--- config.mk ---
export PLATFORM = sky130hd
export DESIGN_NAME = queue_of_stacks_engine_core
export DESIGN_NICKNAME = d
export VERILOG_FILES = /design/src/qos_eng_pkg.sv /design/src/qos_eng_ram.sv /design/src/queue_of_stacks_engine_core.sv
export SDC_FILE = /design/constraint.sdc
export NUM_CORES = 2
export LEC_CHECK = 0
export BUFFER_PORTS_ARGS = -buffer_cell sky130_fd_sc_hd__buf_2
export CELL_PAD_IN_SITES_DETAIL_PLACEMENT = 1
export CELL_PAD_IN_SITES_GLOBAL_PLACEMENT = 2
export CORE_MARGIN = 4
export CORE_UTILIZATION = 35
export CTS_CLUSTER_DIAMETER = 60
export DETAILED_ROUTE_END_ITERATION = 16
export PLACE_DENSITY_LB_ADDON = 0.1
export SETUP_SLACK_MARGIN = 0.3
export SLEW_MARGIN = 5
export SYNTH_ARGS = -nofsm -noshare
export SYNTH_HDL_FRONTEND = slang
export SYNTH_SLANG_ARGS = --single-unit
--- constraint.sdc ---
create_clock -name clk -period 7.18 [get_ports clk]
set_clock_uncertainty 0.1 [all_clocks]
set_input_delay 1.436 -clock clk [delete_from_list [all_inputs] [get_ports clk]]
set_output_delay 1.436 -clock clk [all_outputs]
set_load 0.01 [all_outputs]
--- src/qos_eng_pkg.sv ---
// ----------------------------------------------------------------------------
// Queue-of-stacks engine package
// Sizes, request and status codes, and the word types of both channels.
// ----------------------------------------------------------------------------
package qos_eng_pkg;

  // Sizing of the element pool, the stack queue and the element data.
  localparam int POOL_DEPTH  = 64;
  localparam int QUEUE_DEPTH = 16;
  localparam int DATA_WIDTH  = 32;

  // Pool address, pool pointer (one extra code for "none"), queue slot, fill.
  localparam int ADDR_W = (POOL_DEPTH > 1) ? $clog2(POOL_DEPTH) : 1;
  localparam int PTR_W  = $clog2(POOL_DEPTH) + 1;
  localparam int SLOT_W = (QUEUE_DEPTH > 1) ? $clog2(QUEUE_DEPTH) : 1;
  localparam int FILL_W = $clog2(QUEUE_DEPTH + 1);

  // Pointer value that marks the end of a list or an empty stack.
  localparam logic [PTR_W-1:0] NIL = PTR_W'(POOL_DEPTH);

  // Request codes.
  localparam logic [2:0] REQ_APPEND    = 3'd0;
  localparam logic [2:0] REQ_DROP      = 3'd1;
  localparam logic [2:0] REQ_PUSH_HEAD = 3'd2;
  localparam logic [2:0] REQ_POP       = 3'd3;
  localparam logic [2:0] REQ_PUSH_TAIL = 3'd4;

  // Status codes.
  localparam logic [2:0] ST_OK          = 3'd0;
  localparam logic [2:0] ST_QUEUE_EMPTY = 3'd1;
  localparam logic [2:0] ST_STACK_EMPTY = 3'd2;
  localparam logic [2:0] ST_QUEUE_FULL  = 3'd3;
  localparam logic [2:0] ST_POOL_FULL   = 3'd4;

  typedef struct packed {
    logic [2:0]         req_type;
    logic signed [31:0] value_in;
  } qos_eng_in_t;

  typedef struct packed {
    logic [2:0]         status;
    logic signed [31:0] value_out;
    logic [4:0]         stack_count;
  } qos_eng_out_t;

endpackage

--- src/qos_eng_ram.sv ---
// ----------------------------------------------------------------------------
// Generic RAM
// One write port and one read port, read data registered (old data is
// returned when the same address is written in the same cycle).
// ----------------------------------------------------------------------------
module qos_eng_ram #(
  parameter int WIDTH = 32,
  parameter int DEPTH = 64,
  localparam int AW = (DEPTH > 1) ? $clog2(DEPTH) : 1
) (
  input  logic             clk,
  input  logic             we,
  input  logic [AW-1:0]    waddr,
  input  logic [WIDTH-1:0] wdata,
  input  logic [AW-1:0]    raddr,
  output logic [WIDTH-1:0] rdata
);

  logic [WIDTH-1:0] mem [DEPTH];
  logic [WIDTH-1:0] rdata_r;

  always_ff @(posedge clk) begin
    if (we) begin
      mem[waddr] <= wdata;
    end
    rdata_r <= mem[raddr];
  end

  assign rdata = rdata_r;

endmodule

--- src/queue_of_stacks_engine_core.sv ---
// ----------------------------------------------------------------------------
// Queue-of-stacks engine
// A FIFO of stacks whose elements share one linked pool with a free list.
// ----------------------------------------------------------------------------
//
//  channel | ports                      | handshake
//  --------+----------------------------+--------------------------------------
//  request | start, busy, in_word       | taken at an edge with start && !busy
//  result  | out_valid, out_word        | one-cycle strobe, cannot be held off
//
// The engine takes one request in every cycle; busy is always low. The pool
// memories are read at the edge that takes a request, with addresses worked
// out while the request was offered. The next cycle executes the request and
// registers its result in the result register that drives out_valid.
// The feedback loop is the pointer update of the execute stage, which also
// steers the pool reads of the following request.
// Reset is synchronous; no clearing pass is run, because pool entries that
// were never written are recognized by a fresh mark and read as their
// initial free-list link.
//
// Structure
//   Front stage: while a request is offered, its queue slot, the top and bottom
//   of that slot's stack and its pool read addresses are worked out from the
//   state that the request now in the execute stage will leave behind. Table
//   entries and pool words written by that request in the same cycle are
//   forwarded, so no later correction is needed.
//   Execute stage: all status checks and state updates of one request, with at
//   most one write to each table and each pool memory.
//   Result register: holds the result word for its one strobe cycle.
//
// Free list
//   After reset the free list runs 0, 1, 2, ... up to the last entry. Freed
//   entries are always put at its front, so it is always a run of recycled
//   entries followed by the untouched entries from the fresh mark upward. A
//   link read at or above the fresh mark therefore returns address plus one.
// ----------------------------------------------------------------------------
module queue_of_stacks_engine_core (
  input  logic                     clk,
  input  logic                     rst_n,
  input  logic                     start,
  output logic                     busy,
  input  qos_eng_pkg::qos_eng_in_t  in_word,
  output logic                     out_valid,
  output qos_eng_pkg::qos_eng_out_t out_word
);

  localparam int AW = qos_eng_pkg::ADDR_W;
  localparam int PW = qos_eng_pkg::PTR_W;
  localparam int SW = qos_eng_pkg::SLOT_W;
  localparam int CW = qos_eng_pkg::FILL_W;
  localparam int DW = qos_eng_pkg::DATA_WIDTH;

  // Step a queue slot forward or back around the ring.
  function automatic logic [SW-1:0] slot_next(input logic [SW-1:0] s);
    logic [SW-1:0] r;
    r = (s == SW'(qos_eng_pkg::QUEUE_DEPTH - 1)) ? '0 : s + SW'(1);
    return r;
  endfunction

  function automatic logic [SW-1:0] slot_prev(input logic [SW-1:0] s);
    logic [SW-1:0] r;
    r = (s == '0) ? SW'(qos_eng_pkg::QUEUE_DEPTH - 1) : s - SW'(1);
    return r;
  endfunction

  // --------------------------------------------------------------------------
  // Architectural state
  // --------------------------------------------------------------------------
  logic [CW-1:0] fill_r, fill_nxt;
  logic [SW-1:0] head_r, head_nxt;
  logic [SW-1:0] tail_r, tail_nxt;
  logic [PW-1:0] free_r, free_nxt;
  logic [PW-1:0] fresh_r, fresh_nxt;

  // Per-slot top and bottom entries; written before they are first read.
  logic [PW-1:0] tops_r [qos_eng_pkg::QUEUE_DEPTH];
  logic [AW-1:0] bots_r [qos_eng_pkg::QUEUE_DEPTH];

  // --------------------------------------------------------------------------
  // Execute stage registers
  // --------------------------------------------------------------------------
  logic          ex_vld_r;
  logic [2:0]    ex_req_r;
  logic [31:0]   ex_val_r;
  logic [SW-1:0] ex_slot_r;
  logic [PW-1:0] ex_top_r;
  logic [AW-1:0] ex_bot_r;
  logic [AW-1:0] lk_addr_r;
  logic          lk_hit_r;
  logic          lk_fresh_r;
  logic [PW-1:0] lk_fwd_r;
  logic          vl_hit_r;
  logic [DW-1:0] vl_fwd_r;

  // Writes issued by the execute stage.
  logic          t_we, b_we, l_we, v_we;
  logic [SW-1:0] t_wa, b_wa;
  logic [PW-1:0] t_wd, l_wd;
  logic [AW-1:0] b_wd, l_wa, v_wa;
  logic [DW-1:0] v_wd;

  logic [2:0]    ex_status;
  logic [DW-1:0] ex_vout;

  // Pool memories.
  logic [AW-1:0] lk_raddr, vl_raddr;
  logic [PW-1:0] lk_q;
  logic [DW-1:0] vl_q;
  logic [PW-1:0] link_rd;
  logic [DW-1:0] val_rd;

  // Front stage.
  logic [SW-1:0] fr_slot;
  logic [PW-1:0] fr_top;
  logic [AW-1:0] fr_bot;
  logic [PW-1:0] fr_lk_addr;

  // Result register.
  logic                      out_valid_r;
  qos_eng_pkg::qos_eng_out_t out_word_r;

  qos_eng_ram #(
    .WIDTH (PW),
    .DEPTH (qos_eng_pkg::POOL_DEPTH)
  ) u_links (
    .clk   (clk),
    .we    (l_we),
    .waddr (l_wa),
    .wdata (l_wd),
    .raddr (lk_raddr),
    .rdata (lk_q)
  );

  qos_eng_ram #(
    .WIDTH (DW),
    .DEPTH (qos_eng_pkg::POOL_DEPTH)
  ) u_values (
    .clk   (clk),
    .we    (v_we),
    .waddr (v_wa),
    .wdata (v_wd),
    .raddr (vl_raddr),
    .rdata (vl_q)
  );

  // A forwarded word wins over the memory; an untouched entry links onward.
  assign link_rd = lk_hit_r   ? lk_fwd_r :
                   lk_fresh_r ? (PW'(lk_addr_r) + PW'(1)) : lk_q;
  assign val_rd  = vl_hit_r ? vl_fwd_r : vl_q;

  // --------------------------------------------------------------------------
  // Execute stage: checks and state updates of one request
  // --------------------------------------------------------------------------
  always_comb begin
    fill_nxt  = fill_r;
    head_nxt  = head_r;
    tail_nxt  = tail_r;
    free_nxt  = free_r;
    fresh_nxt = fresh_r;
    t_we      = 1'b0;
    t_wa      = ex_slot_r;
    t_wd      = qos_eng_pkg::NIL;
    b_we      = 1'b0;
    b_wa      = ex_slot_r;
    b_wd      = free_r[AW-1:0];
    l_we      = 1'b0;
    l_wa      = free_r[AW-1:0];
    l_wd      = ex_top_r;
    v_we      = 1'b0;
    v_wa      = free_r[AW-1:0];
    v_wd      = DW'($unsigned(ex_val_r));
    ex_status = qos_eng_pkg::ST_OK;
    ex_vout   = '0;
    if (ex_vld_r) begin
      unique case (ex_req_r)
        qos_eng_pkg::REQ_APPEND: begin
          if (fill_r == CW'(qos_eng_pkg::QUEUE_DEPTH)) begin
            ex_status = qos_eng_pkg::ST_QUEUE_FULL;
          end else begin
            t_we     = 1'b1;
            t_wa     = tail_r;
            t_wd     = qos_eng_pkg::NIL;
            tail_nxt = slot_next(tail_r);
            fill_nxt = fill_r + CW'(1);
          end
        end
        qos_eng_pkg::REQ_DROP: begin
          if (fill_r == '0) begin
            ex_status = qos_eng_pkg::ST_QUEUE_EMPTY;
          end else begin
            // A non-empty stack is spliced onto the free list as a whole.
            if (ex_top_r != qos_eng_pkg::NIL) begin
              l_we     = 1'b1;
              l_wa     = ex_bot_r;
              l_wd     = free_r;
              free_nxt = ex_top_r;
            end
            t_we     = 1'b1;
            t_wa     = head_r;
            t_wd     = qos_eng_pkg::NIL;
            head_nxt = slot_next(head_r);
            fill_nxt = fill_r - CW'(1);
          end
        end
        qos_eng_pkg::REQ_PUSH_HEAD, qos_eng_pkg::REQ_PUSH_TAIL: begin
          if (fill_r == '0) begin
            ex_status = qos_eng_pkg::ST_QUEUE_EMPTY;
          end else if (free_r == qos_eng_pkg::NIL) begin
            ex_status = qos_eng_pkg::ST_POOL_FULL;
          end else begin
            free_nxt = link_rd;
            v_we     = 1'b1;
            l_we     = 1'b1;
            if (ex_top_r == qos_eng_pkg::NIL) begin
              b_we = 1'b1;
            end
            t_we = 1'b1;
            t_wd = free_r;
            if (free_r == fresh_r) begin
              fresh_nxt = fresh_r + PW'(1);
            end
          end
        end
        qos_eng_pkg::REQ_POP: begin
          if (fill_r == '0) begin
            ex_status = qos_eng_pkg::ST_QUEUE_EMPTY;
          end else if (ex_top_r == qos_eng_pkg::NIL) begin
            ex_status = qos_eng_pkg::ST_STACK_EMPTY;
          end else begin
            ex_vout  = val_rd;
            t_we     = 1'b1;
            t_wd     = link_rd;
            l_we     = 1'b1;
            l_wa     = ex_top_r[AW-1:0];
            l_wd     = free_r;
            free_nxt = ex_top_r;
          end
        end
        default: begin
          // Unknown request codes change nothing and report success.
        end
      endcase
    end
  end

  // --------------------------------------------------------------------------
  // Front stage: slot, stack ends and pool read addresses of the next request,
  // taken from the state the executing request leaves behind.
  // --------------------------------------------------------------------------
  always_comb begin
    fr_slot = (in_word.req_type == qos_eng_pkg::REQ_PUSH_TAIL) ?
              slot_prev(tail_nxt) : head_nxt;
    fr_top  = (t_we && (t_wa == fr_slot)) ? t_wd : tops_r[fr_slot];
    fr_bot  = (b_we && (b_wa == fr_slot)) ? b_wd : bots_r[fr_slot];
    if ((in_word.req_type == qos_eng_pkg::REQ_PUSH_HEAD) ||
        (in_word.req_type == qos_eng_pkg::REQ_PUSH_TAIL)) begin
      fr_lk_addr = free_nxt;
    end else begin
      fr_lk_addr = fr_top;
    end
  end

  assign lk_raddr = fr_lk_addr[AW-1:0];
  assign vl_raddr = fr_top[AW-1:0];

  // --------------------------------------------------------------------------
  // Registers
  // --------------------------------------------------------------------------
  always_ff @(posedge clk) begin
    if (!rst_n) begin
      fill_r      <= '0;
      head_r      <= '0;
      tail_r      <= '0;
      free_r      <= '0;
      fresh_r     <= '0;
      ex_vld_r    <= 1'b0;
      out_valid_r <= 1'b0;
    end else begin
      fill_r      <= fill_nxt;
      head_r      <= head_nxt;
      tail_r      <= tail_nxt;
      free_r      <= free_nxt;
      fresh_r     <= fresh_nxt;
      ex_vld_r    <= start;
      out_valid_r <= ex_vld_r;
    end
  end

  // Slot tables and stage payloads carry no reset.
  always_ff @(posedge clk) begin
    if (t_we) begin
      tops_r[t_wa] <= t_wd;
    end
    if (b_we) begin
      bots_r[b_wa] <= b_wd;
    end
    ex_req_r   <= in_word.req_type;
    ex_val_r   <= in_word.value_in;
    ex_slot_r  <= fr_slot;
    ex_top_r   <= fr_top;
    ex_bot_r   <= fr_bot;
    lk_addr_r  <= fr_lk_addr[AW-1:0];
    lk_hit_r   <= l_we && (l_wa == fr_lk_addr[AW-1:0]);
    lk_fresh_r <= (fr_lk_addr >= fresh_nxt);
    lk_fwd_r   <= l_wd;
    vl_hit_r   <= v_we && (v_wa == fr_top[AW-1:0]);
    vl_fwd_r   <= v_wd;
    out_word_r.status      <= ex_status;
    out_word_r.value_out   <= 32'(ex_vout);
    out_word_r.stack_count <= 5'(fill_nxt);
  end

  assign busy      = 1'b0;
  assign out_valid = out_valid_r;
  assign out_word  = out_word_r;

  // --------------------------------------------------------------------------
  // Assertions
  // --------------------------------------------------------------------------
  a_result_follows : assert property (@(posedge clk) disable iff (!rst_n)
    ex_vld_r |=> out_valid_r)
    else $error("executed request produced no result strobe");

  a_fill_bound : assert property (@(posedge clk) disable iff (!rst_n)
    fill_r <= CW'(qos_eng_pkg::QUEUE_DEPTH))
    else $error("queue fill above its depth");

  a_ring_ends : assert property (@(posedge clk) disable iff (!rst_n)
    ((fill_r == '0) || (fill_r == CW'(qos_eng_pkg::QUEUE_DEPTH))) |->
      (head_r == tail_r))
    else $error("queue head and tail disagree with the fill");

  a_pool_exhausted : assert property (@(posedge clk) disable iff (!rst_n)
    (free_r == qos_eng_pkg::NIL) |-> (fresh_r == qos_eng_pkg::NIL))
    else $error("free list empty while untouched entries remain");

endmodule
Word level (Yosys, flattened, before mapping)
Memory sizes are Yosys's and may differ from the RTL's. A register that Yosys moved wholly into a read port is not among the register bits.
Cells that the tools add are included.

word-level totals
  register bits = 163
  RAM bits = 2704
  input port bits = 38
  memories kept = 4

memory list
  name          depth  width  read ports  clocked after Yosys merged registers in  write ports  RTL line                           text
  u_values.mem  64     32     1           1                                        1            qos_eng_ram.sv:19                  logic [WIDTH-1:0] mem [DEPTH];
  u_links.mem   64     7      1           1                                        1            qos_eng_ram.sv:19
  tops_r        16     7      1           0                                        1            queue_of_stacks_engine_core.sv:76  logic [PW-1:0] tops_r [qos_eng_pkg::QUEUE_DEPTH];
  bots_r        16     6      1           1                                        1            queue_of_stacks_engine_core.sv:77  logic [AW-1:0] bots_r [qos_eng_pkg::QUEUE_DEPTH];

operators by class
  add/sub/neg operators = 7
  $lt $le $gt $ge = 1
  equality and inequality tests = 16
  mux-type cells = 88
  bitwise operators = 2
  reduce and logical (&&, ||, !) cells = 9

operators with widths
  kind                 number
  $mux 7               26
  $mux 4               13
  $mux 32              1
  $mux 6               5
  $pmux 7 s2           2
  $mux 1               26
  $pmux 7 s3           1
  $mux 5               3
  $eq 7x7->1 const B   2
  $eq 6x6->1           2
  $pmux 3 s4           1
  $pmux 6 s2           1
  $pmux 5 s2           1
  $eq 3x2->1 const B   3
  $add 4x1->4 const B  2
  $eq 4x4->1 const B   2
  $pmux 4 s2           1
  $add 6x1->7 const B  1
  $add 7x1->7 const B  1
  $eq 7x7->1           1
  $ge 7x7->1           1
  $ne 7x7->1 const B   1
  $eq 3x3->1 const B   2
  $mux 2               3
  17 further kinds     21

Longest topological paths before layout
  depth in word-level cells = 14
  depth in mapped cells = 31
  gate-level depth less buffers = 26

Hierarchy
From an unflattened synthesis, not the netlist that was laid out.

second synthesis, totals
  cells, all modules = 5385
  area, all modules = 111638.3 um^2

by module, submodules not included
  module                       instances  cells each  area an instance (um^2)  seq. area each (um^2)
  qos_eng_ram at u_values      1          3324        78515.3                  62139.6
  qos_eng_ram at u_links       1          881         17928.4                  13593.0
  queue_of_stacks_engine_core  1          1180        15194.6                  9509.1

Worst setup path before layout
OpenSTA, ideal clock, no wires.

  path kind = input-to-reg
  start point = in in_word[33] in the netlist's numbering
  end point = reg lk_fresh_r
  arrival time = 5.672 ns
  path slack = 1.291 ns
  stages on the path = 25
  cells stage by stage = or3b_2 clkbuf_1 nand2_1 mux2i_1 a221oi_1 o2111a_1 or4b_1 buf_2 buf_6 and2_1 a21bo_2 nand2_2 inv_2 buf_4 buf_2 buf_2 ha_1 a21oi_1 nor2b_1 o21ai_0 nand2b_1 a21oi_1 nor2b_1 o21ai_0 nand2b_1

between the ends
  word-level cells in the longest chain between the ends = 7
  elaborated cells on any way between the ends = 10

RTL lines
  item                                                  RTL line                            text
  from (decl)                                           queue_of_stacks_engine_core.sv:42   input qos_eng_pkg::qos_eng_in_t in_word,
  branches (longest 5 deep; another with $mem_v2 16x7)  --
  $mux 7 (*)                                            queue_of_stacks_engine_core.sv:255  if ((in_word.req_type == qos_eng_pkg::REQ_PUSH_HEAD) ||
  via fr_lk_addr[1]                                     queue_of_stacks_engine_core.sv:116  logic [PW-1:0] fr_lk_addr;
  $ge 7x7->1 (*)                                        queue_of_stacks_engine_core.sv:304  lk_fresh_r <= (fr_lk_addr >= fresh_nxt);
  to (signal assigned)                                  queue_of_stacks_engine_core.sv:304
  to (decl)                                             queue_of_stacks_engine_core.sv:90   logic lk_fresh_r;

Mark *: on every way through the listed nets, which the timed path passes.
A chain may end at the register's enable or synchronous reset.

Worst setup path in the final report
  start point = reg fill_r[1]
  end point = reg u_values.rdata_r[20], in the netlist u_values.rdata[20] (read register of u_values.mem)

between the ends
  word-level cells in the longest chain between the ends = 10
  elaborated cells on any way between the ends = 30

RTL lines
  item                                                  RTL line                            text
  from (decl)                                           queue_of_stacks_engine_core.sv:69   logic [CW-1:0] fill_r, fill_nxt;
  from (signal assigned)                                queue_of_stacks_engine_core.sv:279  fill_r <= fill_nxt;
  branches (longest 9 deep; another with $mem_v2 16x7)  --
  $mux 7 (*)                                            queue_of_stacks_engine_core.sv:253  fr_top = (t_we && (t_wa == fr_slot)) ? t_wd : tops_r[fr_slot];
  to (decl)                                             qos_eng_ram.sv:20                   logic [WIDTH-1:0] rdata_r;

Every way passes the cells marked *.

==> out/metrics.yaml <==
run_status:
  status: "complete, no violations"
timing:
  relSlewSlack_pct: 9.002
  min_period_over_period_pct: 91.02
  fmax_mhz: 153.0
  worstMarginPinSlew_ns: 1.356
  fin_crit_ns: 6.535
  drv_slew: 0
  final-setup-viol-count: 0
  setup-tns-final_ns: 0
  rsz0062_at_grt: "false"
  finalHoldViolCount: 0
clock_tree:
  clk_pin_slew_ns: 0.06
  htreeDepth: 5
  holdBufCountCts: 0
  worstSkewPairLatency_ns: 0.93
  cts_root_buf: "clkbuf_16"
  cts_tree: "done"
  numCtsBuffers: 349
  clockBufferDepth: 4
  cts.sinks: 2906
critical_path:
  arrival_ns: 7.24
  crit_path_start_kind: "flip-flop"
  reg2regPathDepth: 24
  r2r-start: "fill_r[1]$_SDFF_PN0_"
  endpoint: "u_values.rdata[20]$_DFF_P_"
  startpoint: "fill_r[1]$_SDFF_PN0_"
  path_class: "flip-flop to flip-flop"
  r2r-end: "u_values.rdata[20]$_DFF_P_"
  reg2reg_slack_ns: 0.64
  critPathMaxFanout: 37
  critical_path_required_ns: 7.88
  cp-end-kind: "flip-flop"
global_routing:
  grt_pass1_vias: 74103
  grtUsageTotal_pct: 24.09
  grt_first_pass_wirelength_um: 583500
  antenna_found_initial: 39
  overflow: 0
  grt_max_degree: 99
detailed_routing:
  first_iter_violations: 7370
  drc_errors: 0
  via_per_inst: 5.510
  antenna_left: 0
  dr.pass1.iters: 6
  wire_per_inst_um: 31.29
  vias: 73542
  routed_wl_um: 417600
die:
  num_io_pins: 80
  die_x_um: 579.6
  fp.dieArea_sq_um: 336000
  initial_utilization_pct: 35.21
  core_sq_um: 324800
  die_height_um: 579.6
  rows: 209
cells_and_area:
  layout-area-overhead-vs-synth_pct: 17.75
  final_util_pct: 41.46
  drive_gt1_share_pct: 15.03
  final_area_sq_um: 134700
  nNetsFinal: 8793
  fillerInstances: 32976
synthesis:
  postSynthCellCount: 8339
  synth_top_area_share_pct: 71.00
  synthTopCellsByCount: "edfxtp_1, nand2_1, nand3_1, nor2_1, buf_2"
  async_flop_share_pct: 0
  synth_area_leaders: "edfxtp_1, nand2_1, dfxtp_1"
  syn-num-nets: 8392
  synth_edf_count: 2704
  syn_area_per_cell_sq_um: 13.71
  ys_seq_area_share_pct: 74.54
  ys_seq_elements: 2906
  synthDistinctLibCells: 95
  yosys_warnings: 0
  synth_top_flop_cell: "edfxtp_1"
  yosysMostFrequentCell: "edfxtp_1"
  netlist_area_sq_um: 114400
  yosysTopAreaCell: "edfxtp_1"
power:
  power.switching_w: 0.009587
  intPower_w: 0.02980
  swShare_pct: 24.34
  seq_power_share_pct: 47.7
  peakVddDrop_mv: 0.1871
  power.density_nw_per_um2: 292.5
  clkPwrFrac_pct: 44.6
  p_leak_nw: 46.30
  power_frac_comb_pct: 7.7
place:
  place_hpwl_um: 252800
  port_buffers: 78
  placed_area_sq_um: 122800
  place_congestion: 0.8025
run:
  maxCapViolations: 0
min_path:
  hold_class: "flip-flop to flip-flop"
## power groups by stage
stage / clock (W) / sequential (W) / combinational, W
floorplan: 0 / 0.0191 / 0.00150
global placement: 0 / 0.0191 / 0.00296
detailed placement: 0 / 0.0191 / 0.00299
CTS: 0.0179 / 0.0188 / 0.00301
global route: 0.0187 / 0.0188 / 0.00327
finish: 0.0176 / 0.0188 / 0.00304
## worst min-delay path by stage
stage | end | from | cells after the start
final | out_word[12]$_SDFF_PP0_ | vl_fwd_r[7]$_DFF_P_ | 2
after global routing | out_word[27]$_SDFF_PP0_ | vl_fwd_r[22]$_DFF_P_ | 2
after CTS | out_word[30]$_SDFF_PP0_ | vl_fwd_r[25]$_DFF_P_ | 2
after detailed placement | out_word[26]$_SDFF_PP0_ | vl_fwd_r[21]$_DFF_P_ | 2
after global placement | out_word[29]$_SDFF_PP0_ | vl_fwd_r[24]$_DFF_P_ | 2
after floorplan | out_word[10]$_SDFF_PP0_ | u_values.rdata[5]$_DFF_P_ | 2
## logic make-up after synthesis
group | count (synthesis) | share of synthesized area, %
compound gates | 858 | 5.287
other cells | 1 | 0.003279
xor+xnor | 39 | 0.2987
buf+inv | 542 | 2.210
flops | 2906 | 74.54
simple gates | 3636 | 13.83
fa+ha+maj | 15 | 0.1641
mux | 342 | 3.673
## layout by cell type (no fill, tap or decap), types with 64 or more instances in the layout
cell       instances
nand3_1          766
clkbuf_1          68
a21oi_1          218
buf_4            408
a311oi_1         131
o21ai_0           64
and3_1           172
a31oi_1          110
nor2_4            67
nand2_1         2153
buf_2             78
mux2i_1          255
clkbuf_16        368
edfxtp_1        2704
dfxtp_1          168
nor2_1           208
## what timing repair did
item,CTS,global route
endpoints found under the hold margin,0,0
setup buffers,0,9
gates resized for setup,17,42
setup endpoints to repair,21,40
pin swaps,0,5
cloned,1,4
## flip-flops by register name, indices dropped and copies added, names as in the netlist, 3 cells and up
name	cells
b_wa	4
bots_r	96
ex_req_r	3
ex_top_r	7
ex_val_r	32
fill_r	5
free_r	7
fresh_r	7
head_r	4
lk_addr_r	6
lk_fwd_r	7
out_word	40
tail_r	4
tops_r	112
u_links.mem	448
u_links.rdata	7
u_values.mem	2048
u_values.rdata	32
vl_fwd_r	32
## layer usage
metal / global-route usage (%) / wire length, um / part of all wire, % / vias up
met3: 5.527 / 29870 / 7.2 / 631
li1: - / - / - / 31904
met5: 0.4819 / 308 / 0.074 / -
met4: 6.670 / 11890 / 2.8 / 16
met2: 36.68 / 185800 / 44 / 2235
met1: 34.55 / 189800 / 45 / 38756
## stage by stage
stage	std cells	hold slack, ns	total power [W]	worst slack (ns)
2_1_floorplan	8339	0.3365	0.02058	1.291
3_3_place_gp	12698	0.3521	0.02208	-0.3572
3_5_place_dp	12700	0.3627	0.02211	-0.1415
4_1_cts	13327	0.3811	0.03972	0.2812
5_1_grt	13341	0.4073	0.04068	0.2994
6_report	13348	0.3741	0.03939	0.6446
## final cells by class
| type | count | area, sq um | share of cell area (%) |
|---|---|---|---|
| Inverter | 28 | 177.7 | 0.1319 |
| Antenna cell | 8 | 20.02 | 0.01487 |
| Timing Repair Buffer | 564 | 5030 | 3.735 |
| Clock buffer | 457 | 9708 | 7.209 |
| Tap cell | 4325 | 5411 | 4.018 |
| Sequential cell | 2906 | 85280 | 63.33 |
| Multi-Input combinational cell | 4891 | 27460 | 20.39 |
| Clock inverter | 169 | 1579 | 1.173 |
## worst max-delay path, cell delays in order (launching register included)
cell and delay [ns]:
dfxtp_1 0.34, inv_1 0.10, ha_1 0.28, nand4bb_4 0.16
nand2_2 0.13, mux2i_1 0.25, ha_1 0.25, xor2_1 0.10
or4b_1 0.51, a21oi_1 0.25, nor2_1 0.12, inv_2 0.08
o2111a_1 0.22, or4b_1 0.45, buf_4 0.22, and4_1 0.18
or2_4 0.33, buf_12 0.20, buf_16 0.19, buf_4 0.23
nand2_1 0.08, a311oi_1 0.09, a311oi_1 1.07, or4_1 0.30
nor4_2 0.06
Power figures use the tool's default switching activity.
